===== config.mk =====
export PLATFORM = sky130hd
export DESIGN_NAME = baro_sensor_compensation_unit
export DESIGN_NICKNAME = d
export VERILOG_FILES = /design/src/sv/bscu_pkg.sv /design/src/sv/baro_sensor_compensation_unit.sv /design/src/sv/bscu_mul.sv /design/src/sv/bscu_seq.sv
export SDC_FILE = /design/constraint.sdc
export NUM_CORES = 2
export LEC_CHECK = 0
export ABC_AREA = 1
export BUFFER_PORTS_ARGS = -buffer_cell sky130_fd_sc_hd__buf_2
export CORE_ASPECT_RATIO = 0.8
export CORE_MARGIN = 8
export CORE_UTILIZATION = 35
export CTS_CLUSTER_DIAMETER = 100
export DETAILED_ROUTE_END_ITERATION = 16
export MAX_ROUTING_LAYER = met4
export PLACE_DENSITY_LB_ADDON = 0.05
export SYNTH_ARGS = -nofsm -noshare
export SYNTH_HDL_FRONTEND = slang
export SYNTH_SLANG_ARGS = --single-unit

===== constraint.sdc =====
create_clock -name clk -period 9.2 [get_ports clk]
set_input_delay 0.92 -clock clk [delete_from_list [all_inputs] [get_ports clk]]
set_output_delay 0.92 -clock clk [all_outputs]
set_load 0.1 [all_outputs]

===== src/sv/bscu_pkg.sv =====
// Shared types, constants and helpers for the barometric compensation unit.
`default_nettype none
package bscu_pkg;

	localparam int RAW_W   = 24;
	localparam int COEFF_W = 16;
	localparam int DT_W    = 25;
	localparam int TEMP_W  = 20;
	localparam int READ_W  = 18;
	localparam int MA_W    = 48;
	localparam int MB_W    = 24;
	localparam int PROD_W  = MA_W + MB_W;
	localparam int WIDE_W  = 42;
	localparam int VAL_W   = 32;
	localparam int IDX_W   = 3;

	localparam logic [IDX_W-1:0] REG_SENS     = 3'd0;
	localparam logic [IDX_W-1:0] REG_OFF      = 3'd1;
	localparam logic [IDX_W-1:0] REG_TCS      = 3'd2;
	localparam logic [IDX_W-1:0] REG_TCO      = 3'd3;
	localparam logic [IDX_W-1:0] REG_TREF     = 3'd4;
	localparam logic [IDX_W-1:0] REG_TEMPSENS = 3'd5;
	localparam logic [IDX_W-1:0] REG_SO_ON    = 3'd6;

	localparam logic MODE_TEMP  = 1'b0;
	localparam logic MODE_PRESS = 1'b1;

	localparam logic signed [TEMP_W-1:0] TEMP_REF  = 20'sd2000;
	localparam logic signed [TEMP_W-1:0] TEMP_LOW  = -20'sd1500;
	localparam logic signed [VAL_W-1:0]  READ_MIN  = -32'sd4000;
	localparam logic signed [VAL_W-1:0]  READ_MAX  = 32'sd120000;

	typedef struct packed {
		logic [COEFF_W-1:0] sens;
		logic [COEFF_W-1:0] off;
		logic [COEFF_W-1:0] tcs;
		logic [COEFF_W-1:0] tco;
		logic [COEFF_W-1:0] tref;
		logic [COEFF_W-1:0] tempsens;
		logic               so_on;
	} cfg_t;

	typedef struct packed {
		logic                   start;
		logic signed [MA_W-1:0] a;
		logic [MB_W-1:0]        b;
	} mul_req_t;

	typedef struct packed {
		logic                     done;
		logic signed [PROD_W-1:0] prod;
	} mul_rsp_t;

	function automatic logic [MB_W-1:0] abs25(input logic signed [DT_W-1:0] v);
		logic signed [DT_W-1:0] n;
		n = -v;
		return v[DT_W-1] ? n[MB_W-1:0] : v[MB_W-1:0];
	endfunction

endpackage
`default_nettype wire


===== src/sv/baro_sensor_compensation_unit.sv =====
// Each item holds the unit until its result is registered; the next item is taken after.
// Each item takes one to five products from the bit-serial multiplier.
// A finished result waits in the output register while the next item is accepted.
// Reset (arst_n low) loads the calibration defaults, dT 0 and temperature 20.00 C.
`default_nettype none
module baro_sensor_compensation_unit (
	input  wire logic        clk,
	input  wire logic        arst_n,
	input  wire logic        s_axis_tvalid,
	output logic             s_axis_tready,
	input  wire logic [23:0] s_axis_tdata,  // [23:0] raw_value
	input  wire logic [0:0]  s_axis_tuser,  // [0] mode
	output logic             m_axis_tvalid,
	input  wire logic        m_axis_tready,
	output logic [23:0]      m_axis_tdata,  // [17:0] reading, [23:18] zero
	output logic [1:0]       m_axis_tuser,  // [0] kind, [1] clipped
	input  wire logic        cfg_we,
	input  wire logic [2:0]  cfg_index,
	input  wire logic [15:0] cfg_data
);
	import bscu_pkg::*;

	cfg_t              cfg_q;
	mul_req_t          mreq;
	mul_rsp_t          mrsp;
	logic [READ_W-1:0] reading;

	always_ff @(posedge clk or negedge arst_n) begin
		if (!arst_n) begin
			cfg_q.sens     <= 16'd40127;
			cfg_q.off      <= 16'd36924;
			cfg_q.tcs      <= 16'd23317;
			cfg_q.tco      <= 16'd23282;
			cfg_q.tref     <= 16'd33464;
			cfg_q.tempsens <= 16'd28312;
			cfg_q.so_on    <= 1'b0;
		end else if (cfg_we) begin
			unique case (cfg_index)
				REG_SENS:     cfg_q.sens     <= cfg_data;
				REG_OFF:      cfg_q.off      <= cfg_data;
				REG_TCS:      cfg_q.tcs      <= cfg_data;
				REG_TCO:      cfg_q.tco      <= cfg_data;
				REG_TREF:     cfg_q.tref     <= cfg_data;
				REG_TEMPSENS: cfg_q.tempsens <= cfg_data;
				REG_SO_ON:    cfg_q.so_on    <= cfg_data[0];
				default:      ;
			endcase
		end
	end

	bscu_seq u_seq (
		.clk         (clk),
		.arst_n      (arst_n),
		.cfg         (cfg_q),
		.in_valid    (s_axis_tvalid),
		.in_ready    (s_axis_tready),
		.in_mode     (s_axis_tuser[0]),
		.in_raw      (s_axis_tdata),
		.out_valid   (m_axis_tvalid),
		.out_ready   (m_axis_tready),
		.out_kind    (m_axis_tuser[0]),
		.out_reading (reading),
		.out_clipped (m_axis_tuser[1]),
		.mreq        (mreq),
		.mrsp        (mrsp)
	);

	bscu_mul u_mul (
		.clk    (clk),
		.arst_n (arst_n),
		.req    (mreq),
		.rsp    (mrsp)
	);

	assign m_axis_tdata = {6'd0, reading};

endmodule
`default_nettype wire


===== src/sv/bscu_mul.sv =====
// Bit-serial shift-and-add multiplier: signed multiplicand, unsigned multiplier.
`default_nettype none
module bscu_mul (
	input  wire logic              clk,
	input  wire logic              arst_n,
	input  wire bscu_pkg::mul_req_t req,
	output bscu_pkg::mul_rsp_t     rsp
);
	import bscu_pkg::*;

	logic signed [MA_W:0]   hi_q;
	logic [MB_W-1:0]        lo_q;
	logic [MB_W-1:0]        b_q;
	logic signed [MA_W-1:0] a_q;
	logic [4:0]             cnt_q;
	logic                   busy_q;
	logic                   done_q;
	logic signed [MA_W+1:0] sum;

	// One multiplier bit per cycle; the low product bits leave through lo_q.
	assign sum = {hi_q[MA_W], hi_q} + (b_q[0] ? {{2{a_q[MA_W-1]}}, a_q} : '0);

	always_ff @(posedge clk or negedge arst_n) begin
		if (!arst_n) begin
			busy_q <= 1'b0;
			done_q <= 1'b0;
			cnt_q  <= '0;
		end else begin
			done_q <= 1'b0;
			if (req.start) begin
				busy_q <= 1'b1;
				cnt_q  <= '0;
			end else if (busy_q) begin
				cnt_q <= cnt_q + 5'd1;
				if (cnt_q == 5'(MB_W - 1)) begin
					busy_q <= 1'b0;
					done_q <= 1'b1;
				end
			end
		end
	end

	always_ff @(posedge clk) begin
		if (req.start) begin
			hi_q <= '0;
			lo_q <= '0;
			a_q  <= req.a;
			b_q  <= req.b;
		end else if (busy_q) begin
			hi_q <= sum[MA_W+1:1];
			lo_q <= {sum[0], lo_q[MB_W-1:1]};
			b_q  <= {1'b0, b_q[MB_W-1:1]};
		end
	end

	assign rsp.done = done_q;
	assign rsp.prod = $signed({hi_q[MA_W-1:0], lo_q});

endmodule
`default_nettype wire


===== src/sv/bscu_seq.sv =====
// Compensation sequencer: kept temperature state, working registers and result stage.
`default_nettype none
module bscu_seq (
	input  wire logic                         clk,
	input  wire logic                         arst_n,
	input  wire bscu_pkg::cfg_t               cfg,
	input  wire logic                         in_valid,
	output logic                              in_ready,
	input  wire logic                         in_mode,
	input  wire logic [bscu_pkg::RAW_W-1:0]   in_raw,
	output logic                              out_valid,
	input  wire logic                         out_ready,
	output logic                              out_kind,
	output logic [bscu_pkg::READ_W-1:0]       out_reading,
	output logic                              out_clipped,
	output bscu_pkg::mul_req_t                mreq,
	input  wire bscu_pkg::mul_rsp_t           mrsp
);
	import bscu_pkg::*;

	typedef enum logic [3:0] {
		ST_IDLE, ST_T_MUL1, ST_T_MUL2, ST_P_TCO, ST_P_TCS,
		ST_P_SQ, ST_P_SQ2, ST_P_MUL, ST_EMIT
	} state_t;

	state_t                   state_q;
	logic [RAW_W-1:0]         raw_q;
	logic                     mode_q;
	logic signed [DT_W-1:0]   dt_q;
	logic signed [TEMP_W-1:0] temp_q;
	logic signed [WIDE_W-1:0] off_q;
	logic signed [WIDE_W-1:0] sens_q;
	logic signed [VAL_W-1:0]  val_q;
	mul_req_t                 mreq_q;
	logic                     out_valid_q;
	logic                     out_kind_q;
	logic [READ_W-1:0]        out_reading_q;
	logic                     out_clipped_q;

	logic signed [DT_W:0]     dt_n;
	logic signed [PROD_W-1:0] prod;
	logic signed [PROD_W-1:0] p_sh7, p_sh8, p_sh21, p_sh23, p_sh31;
	logic signed [TEMP_W-1:0] temp_n;
	logic signed [DT_W-1:0]   ta, tb;
	logic signed [WIDE_W-1:0] sq, off_n, sens_n, sq5, sq7, sq11;
	logic signed [WIDE_W:0]   pdiff;
	logic signed [VAL_W-1:0]  clamp_v;
	logic                     clamp_c;
	logic                     low_on;

	always_comb begin
		prod   = mrsp.prod;
		dt_n   = $signed({2'b00, in_raw}) - $signed({2'b00, cfg.tref, 8'h00});
		p_sh7  = prod >>> 7;
		p_sh8  = prod >>> 8;
		p_sh21 = prod >>> 21;
		p_sh23 = prod >>> 23;
		p_sh31 = prod >>> 31;
		temp_n = TEMP_REF + $signed(p_sh23[TEMP_W-1:0]);
		low_on = cfg.so_on && (temp_q < TEMP_REF);
		ta     = DT_W'(temp_q) - DT_W'(TEMP_REF);
		tb     = DT_W'(temp_q) - DT_W'(TEMP_LOW);
		sq     = $signed(prod[WIDE_W-1:0]);
		sq5    = (sq <<< 2) + sq;
		sq7    = (sq <<< 3) - sq;
		sq11   = (sq <<< 3) + (sq <<< 1) + sq;
		off_n  = $signed({10'd0, cfg.off, 16'h0000}) + $signed(p_sh7[WIDE_W-1:0]);
		sens_n = $signed({11'd0, cfg.sens, 15'h0000}) + $signed(p_sh8[WIDE_W-1:0]);
		pdiff  = $signed(p_sh21[WIDE_W:0]) - {off_q[WIDE_W-1], off_q};
		if (val_q < READ_MIN) begin
			clamp_v = READ_MIN;
			clamp_c = 1'b1;
		end else if (val_q > READ_MAX) begin
			clamp_v = READ_MAX;
			clamp_c = 1'b1;
		end else begin
			clamp_v = val_q;
			clamp_c = 1'b0;
		end
	end

	always_ff @(posedge clk or negedge arst_n) begin
		if (!arst_n) begin
			state_q       <= ST_IDLE;
			raw_q         <= '0;
			mode_q        <= 1'b0;
			dt_q          <= '0;
			temp_q        <= TEMP_REF;
			off_q         <= '0;
			sens_q        <= '0;
			val_q         <= '0;
			mreq_q.start  <= 1'b0;
			mreq_q.a      <= '0;
			mreq_q.b      <= '0;
			out_valid_q   <= 1'b0;
			out_kind_q    <= 1'b0;
			out_reading_q <= '0;
			out_clipped_q <= 1'b0;
		end else begin
			mreq_q.start <= 1'b0;
			if (out_ready && state_q != ST_EMIT) begin
				out_valid_q <= 1'b0;
			end
			unique case (state_q)
				ST_IDLE: begin
					if (in_valid) begin
						raw_q  <= in_raw;
						mode_q <= in_mode;
						mreq_q.start <= 1'b1;
						if (in_mode == MODE_TEMP) begin
							dt_q     <= dt_n[DT_W-1:0];
							mreq_q.a <= MA_W'(dt_n);
							mreq_q.b <= MB_W'(cfg.tempsens);
							state_q  <= ST_T_MUL1;
						end else begin
							mreq_q.a <= MA_W'(dt_q);
							mreq_q.b <= MB_W'(cfg.tco);
							state_q  <= ST_P_TCO;
						end
					end
				end
				ST_T_MUL1: begin
					if (mrsp.done) begin
						temp_q <= temp_n;
						if (cfg.so_on && temp_n < TEMP_REF) begin
							mreq_q.start <= 1'b1;
							mreq_q.a     <= MA_W'(abs25(dt_q));
							mreq_q.b     <= abs25(dt_q);
							state_q      <= ST_T_MUL2;
						end else begin
							val_q   <= VAL_W'(temp_n);
							state_q <= ST_EMIT;
						end
					end
				end
				ST_T_MUL2: begin
					if (mrsp.done) begin
						val_q   <= VAL_W'(temp_q) - $signed(p_sh31[VAL_W-1:0]);
						state_q <= ST_EMIT;
					end
				end
				ST_P_TCO: begin
					if (mrsp.done) begin
						off_q        <= off_n;
						mreq_q.start <= 1'b1;
						mreq_q.a     <= MA_W'(dt_q);
						mreq_q.b     <= MB_W'(cfg.tcs);
						state_q      <= ST_P_TCS;
					end
				end
				ST_P_TCS: begin
					if (mrsp.done) begin
						sens_q       <= sens_n;
						mreq_q.start <= 1'b1;
						if (low_on) begin
							// Squares are formed from magnitudes so that they come out positive.
							mreq_q.a <= MA_W'(abs25(ta));
							mreq_q.b <= abs25(ta);
							state_q  <= ST_P_SQ;
						end else begin
							mreq_q.a <= MA_W'(sens_n);
							mreq_q.b <= raw_q;
							state_q  <= ST_P_MUL;
						end
					end
				end
				ST_P_SQ: begin
					if (mrsp.done) begin
						off_q        <= off_q - (sq5 >>> 1);
						sens_q       <= sens_q - (sq5 >>> 2);
						mreq_q.start <= 1'b1;
						if (temp_q < TEMP_LOW) begin
							mreq_q.a <= MA_W'(abs25(tb));
							mreq_q.b <= abs25(tb);
							state_q  <= ST_P_SQ2;
						end else begin
							mreq_q.a <= MA_W'(sens_q - (sq5 >>> 2));
							mreq_q.b <= raw_q;
							state_q  <= ST_P_MUL;
						end
					end
				end
				ST_P_SQ2: begin
					if (mrsp.done) begin
						off_q        <= off_q - sq7;
						sens_q       <= sens_q - (sq11 >>> 1);
						mreq_q.start <= 1'b1;
						mreq_q.a     <= MA_W'(sens_q - (sq11 >>> 1));
						mreq_q.b     <= raw_q;
						state_q      <= ST_P_MUL;
					end
				end
				ST_P_MUL: begin
					if (mrsp.done) begin
						val_q   <= VAL_W'(pdiff >>> 15);
						state_q <= ST_EMIT;
					end
				end
				ST_EMIT: begin
					// The result register may still hold an earlier result.
					if (!out_valid_q || out_ready) begin
						out_valid_q   <= 1'b1;
						out_kind_q    <= mode_q;
						out_reading_q <= clamp_v[READ_W-1:0];
						out_clipped_q <= clamp_c;
						state_q       <= ST_IDLE;
					end
				end
				default: state_q <= ST_IDLE;
			endcase
		end
	end

	assign in_ready    = (state_q == ST_IDLE);
	assign mreq        = mreq_q;
	assign out_valid   = out_valid_q;
	assign out_kind    = out_kind_q;
	assign out_reading = out_reading_q;
	assign out_clipped = out_clipped_q;

endmodule
`default_nettype wire


==> metrics.cfg <==
[clocking]
clk_latency_ns=0.71
clock_path_buffers=3
clk_pin_slew_ns=0.06
cts-hold-fix-buffers=0
cts_max_level=3
cts_made_buffers=69
clock-sinks=523
cts-root-buf=clkbuf_16
post_cts_resized=0
post_cts_buffers=0
cts_tree=yes

[grt]
grt_pass1_wl_mm=479
grt_pass1_vias=61700
grt_start_max_net_pins=134
overflow=0
antenna_found_initial=39
track_usage_pct=38.0

[synthesis]
synth-seq-area-share_pct=22.6
synth_async_sr_flop_share_pct=73.2
ys_warn_count=0
synthFlopType=dfrtp_1
synth_edf_count=67
yosysUniqueCellTypes=70
syn_area_mm2=0.0581
synth_seq_cells=523
synth.avg_cell_area_um2=6.35
syn_inst=9147

[route]
drt-pass1-iter-count=6
wl_per_cell_um=30.4
drt_iter0_drc=9367
drc=0
via_per_inst=5.88
totalWireLength_mm=347
vias=67100
ant_nets=0

[critical_path]
critPathMaxStageDelay_ns=0.77
path_max_fanout=7
end_kind=register
r2r-end=u_seq.sens_q[34]
rr_startpoint=u_mul.lo_q[7]
reg2reg_depth=23
cp_slowest_cell=xor2_1
startpoint_type=register
cp.required_ns=9.78
ff2ff_setup_slack_ns=1.95
critPathKind=reg -> reg
crit_chain=fa_1 -> ha_1 -> a21oi_1 -> o21ai_0 -> a21oi_1 -> o21ai_1 -> a21oi_1 -> nand3b_1 -> nand2_1 -> xor2_1 -> nand2_1 -> o21ai_1 -> buf_4 -> ha_1 -> nand2_1 -> nor2_1 -> nand2_1 -> nor3_1 -> o21ai_0 -> nand4_1 -> nand3_1 -> o211ai_1 -> nand2_1
worst_path_most_repeated_cell=nand2_1
worstPathArrival_ns=7.83

[min_path]
hold_path.class=in -> async

[sta]
timing.fmax_mhz=138
min_period_over_period_pct=78.8
final_hold_viol_count=0
post-route-min-period_ns=7.25
rsz0062_at_grt=no
clock_skew_ns=0.0274
finalSetupViolations=0
tightest_slew_ns=1.47
setup_tns_ns=0
slew_violations=0
max_slew_margin_pct=1.14

[pwr]
p_leak_nw=32.4
power.total_mw=25.6
ir_drop_v=0.000192
power.density_mw_per_mm2=403

[die]
start_util_pct=35.3
dieWidth_um=472
rows=133
core-area_mm2=0.165
die_y_um=381
dieArea_mm2=0.179
ios=77

[finish]
layout_commonest_cell=nand2_1
final_cell_mix=nand2_1 (2200), inv_1 (1292), nor2_1 (932)
area_growth_pct=9.42
fill_cells=18200
layout.nets=9787
drive_gt1_share_pct=5.31

[placement]
routabilityCongestion=1.12
hpwl_mm=290
port_buffers=70

[outcome]
outcome=finished clean

[job]
cap_viol_max_count=0

worst max-delay path by stage:
stage,from,to,slack (ns),depth (start not counted)
floorplan,u_mul.lo_q[3],u_seq.sens_q[36],4.81,23
global placement,u_mul.lo_q[3],u_seq.sens_q[32],1.99,20
detailed placement,u_mul.lo_q[7],u_seq.sens_q[34],2.14,22
CTS,u_mul.lo_q[7],u_seq.sens_q[34],2.09,22
global route,u_mul.lo_q[10],u_seq.sens_q[34],1.88,24
finish,u_mul.lo_q[7],u_seq.sens_q[34],1.95,23
sequential cells by signal, summed over array words and instances (netlist names), 20 cells and up:
| name | cells |
|---|---|
| u_seq.temp_q | 20 |
| u_seq.raw_q | 24 |
| u_seq.off_q | 42 |
| u_mul.hi_q | 49 |
| u_seq.val_q | 32 |
| u_seq.mreq | 68 |
| cfg_q | 97 |
| u_mul.b_q | 24 |
| u_seq.sens_q | 42 |
| u_seq.dt_q | 25 |
| u_mul.a_q | 43 |
| u_mul.lo_q | 24 |
metal layers:
layer | track usage, % | share of wire, % | up-vias
met5 | - | 0 | -
li1 | - | - | 30600
met4 | 13.1 | 4.2 | 0
met1 | 53.0 | 45 | 32200
met2 | 50.8 | 39 | 3769
met3 | 12.4 | 12 | 511
logic make-up (layout without fill, tap and decap cells):
group / count (synthesis) / in the layout / share of synthesized area (%)
AOI/OAI and AO/OA: 2148 / 2148 / 20.8
xor gates and xnor gates: 224 / 224 / 3.42
adders and majority gates: 555 / 555 / 13.1
buffers and inverters: 1524 / 1612 / 10.1
DFF: 523 / 523 / 22.6
muxes: 1 / 1 / 0.0172
other: 1 / 24 / 0.00645
and+or+nand+nor: 4171 / 4171 / 30.1
cell type report:
cell class                 instances  area [um2]  area share (%)
inverter                        1317        4950            7.78
timing repair buffer             167        1110            1.75
antenna                           18        45.0          0.0708
tap                             2160        2700            4.25
sequential                       523       13100            20.6
clock inverter                    45         440           0.692
clock buffer                      83        1910            3.01
multi-input combinational       7105       39300            61.8
power breakdown:
part           internal, mW  switching [mW]
registers              2.99           0.894
clock network          1.63            1.29
logic                  4.77            14.0
total                  9.39            16.2
stage by stage:
step / setup WS [ns] / std cells / area [um2] / utilization (%) / hold WS, ns
final: 1.95 / 11400 / 63600 / 38.6 / 0.216
after global routing: 1.88 / 11400 / 63600 / 38.6 / 0.253
after CTS: 2.09 / 11400 / 63500 / 38.6 / 0.218
after detailed placement: 2.14 / 11300 / 61200 / 37.2 / 0.435
after global placement: 1.99 / 11300 / 61200 / 37.2 / 0.433
after floorplan: 4.81 / 9152 / 58100 / - / 0.417
cell usage after synthesis (all sizes together) (87+ instances only):
cell type | n | area, um2
a21o | 87 | 653
a21oi | 737 | 3710
a31oi | 111 | 709
clkbuf | 130 | 488
dfrtp | 329 | 8230
fa | 87 | 1740
ha | 468 | 5860
inv | 1311 | 4920
nand2 | 2216 | 8350
nand3 | 573 | 2890
nand4 | 166 | 1050
nor2 | 951 | 3620
nor3 | 103 | 515
o21ai | 873 | 4380
xor2 | 151 | 1350
worst max-delay path: cells and delay by family (launching register included):
kind | cells | cell delay [ns]
buffers and inverters | 1 | 0.24
AO/OA/AOI/OAI | 8 | 2.43
AND/OR/NAND/NOR | 10 | 1.92
XOR/XNOR | 1 | 0.77
flip-flops | 1 | 0.63
adder cells (fa/ha/maj) | 3 | 1.11
No activity file was read; power rests on OpenSTA's default activity.
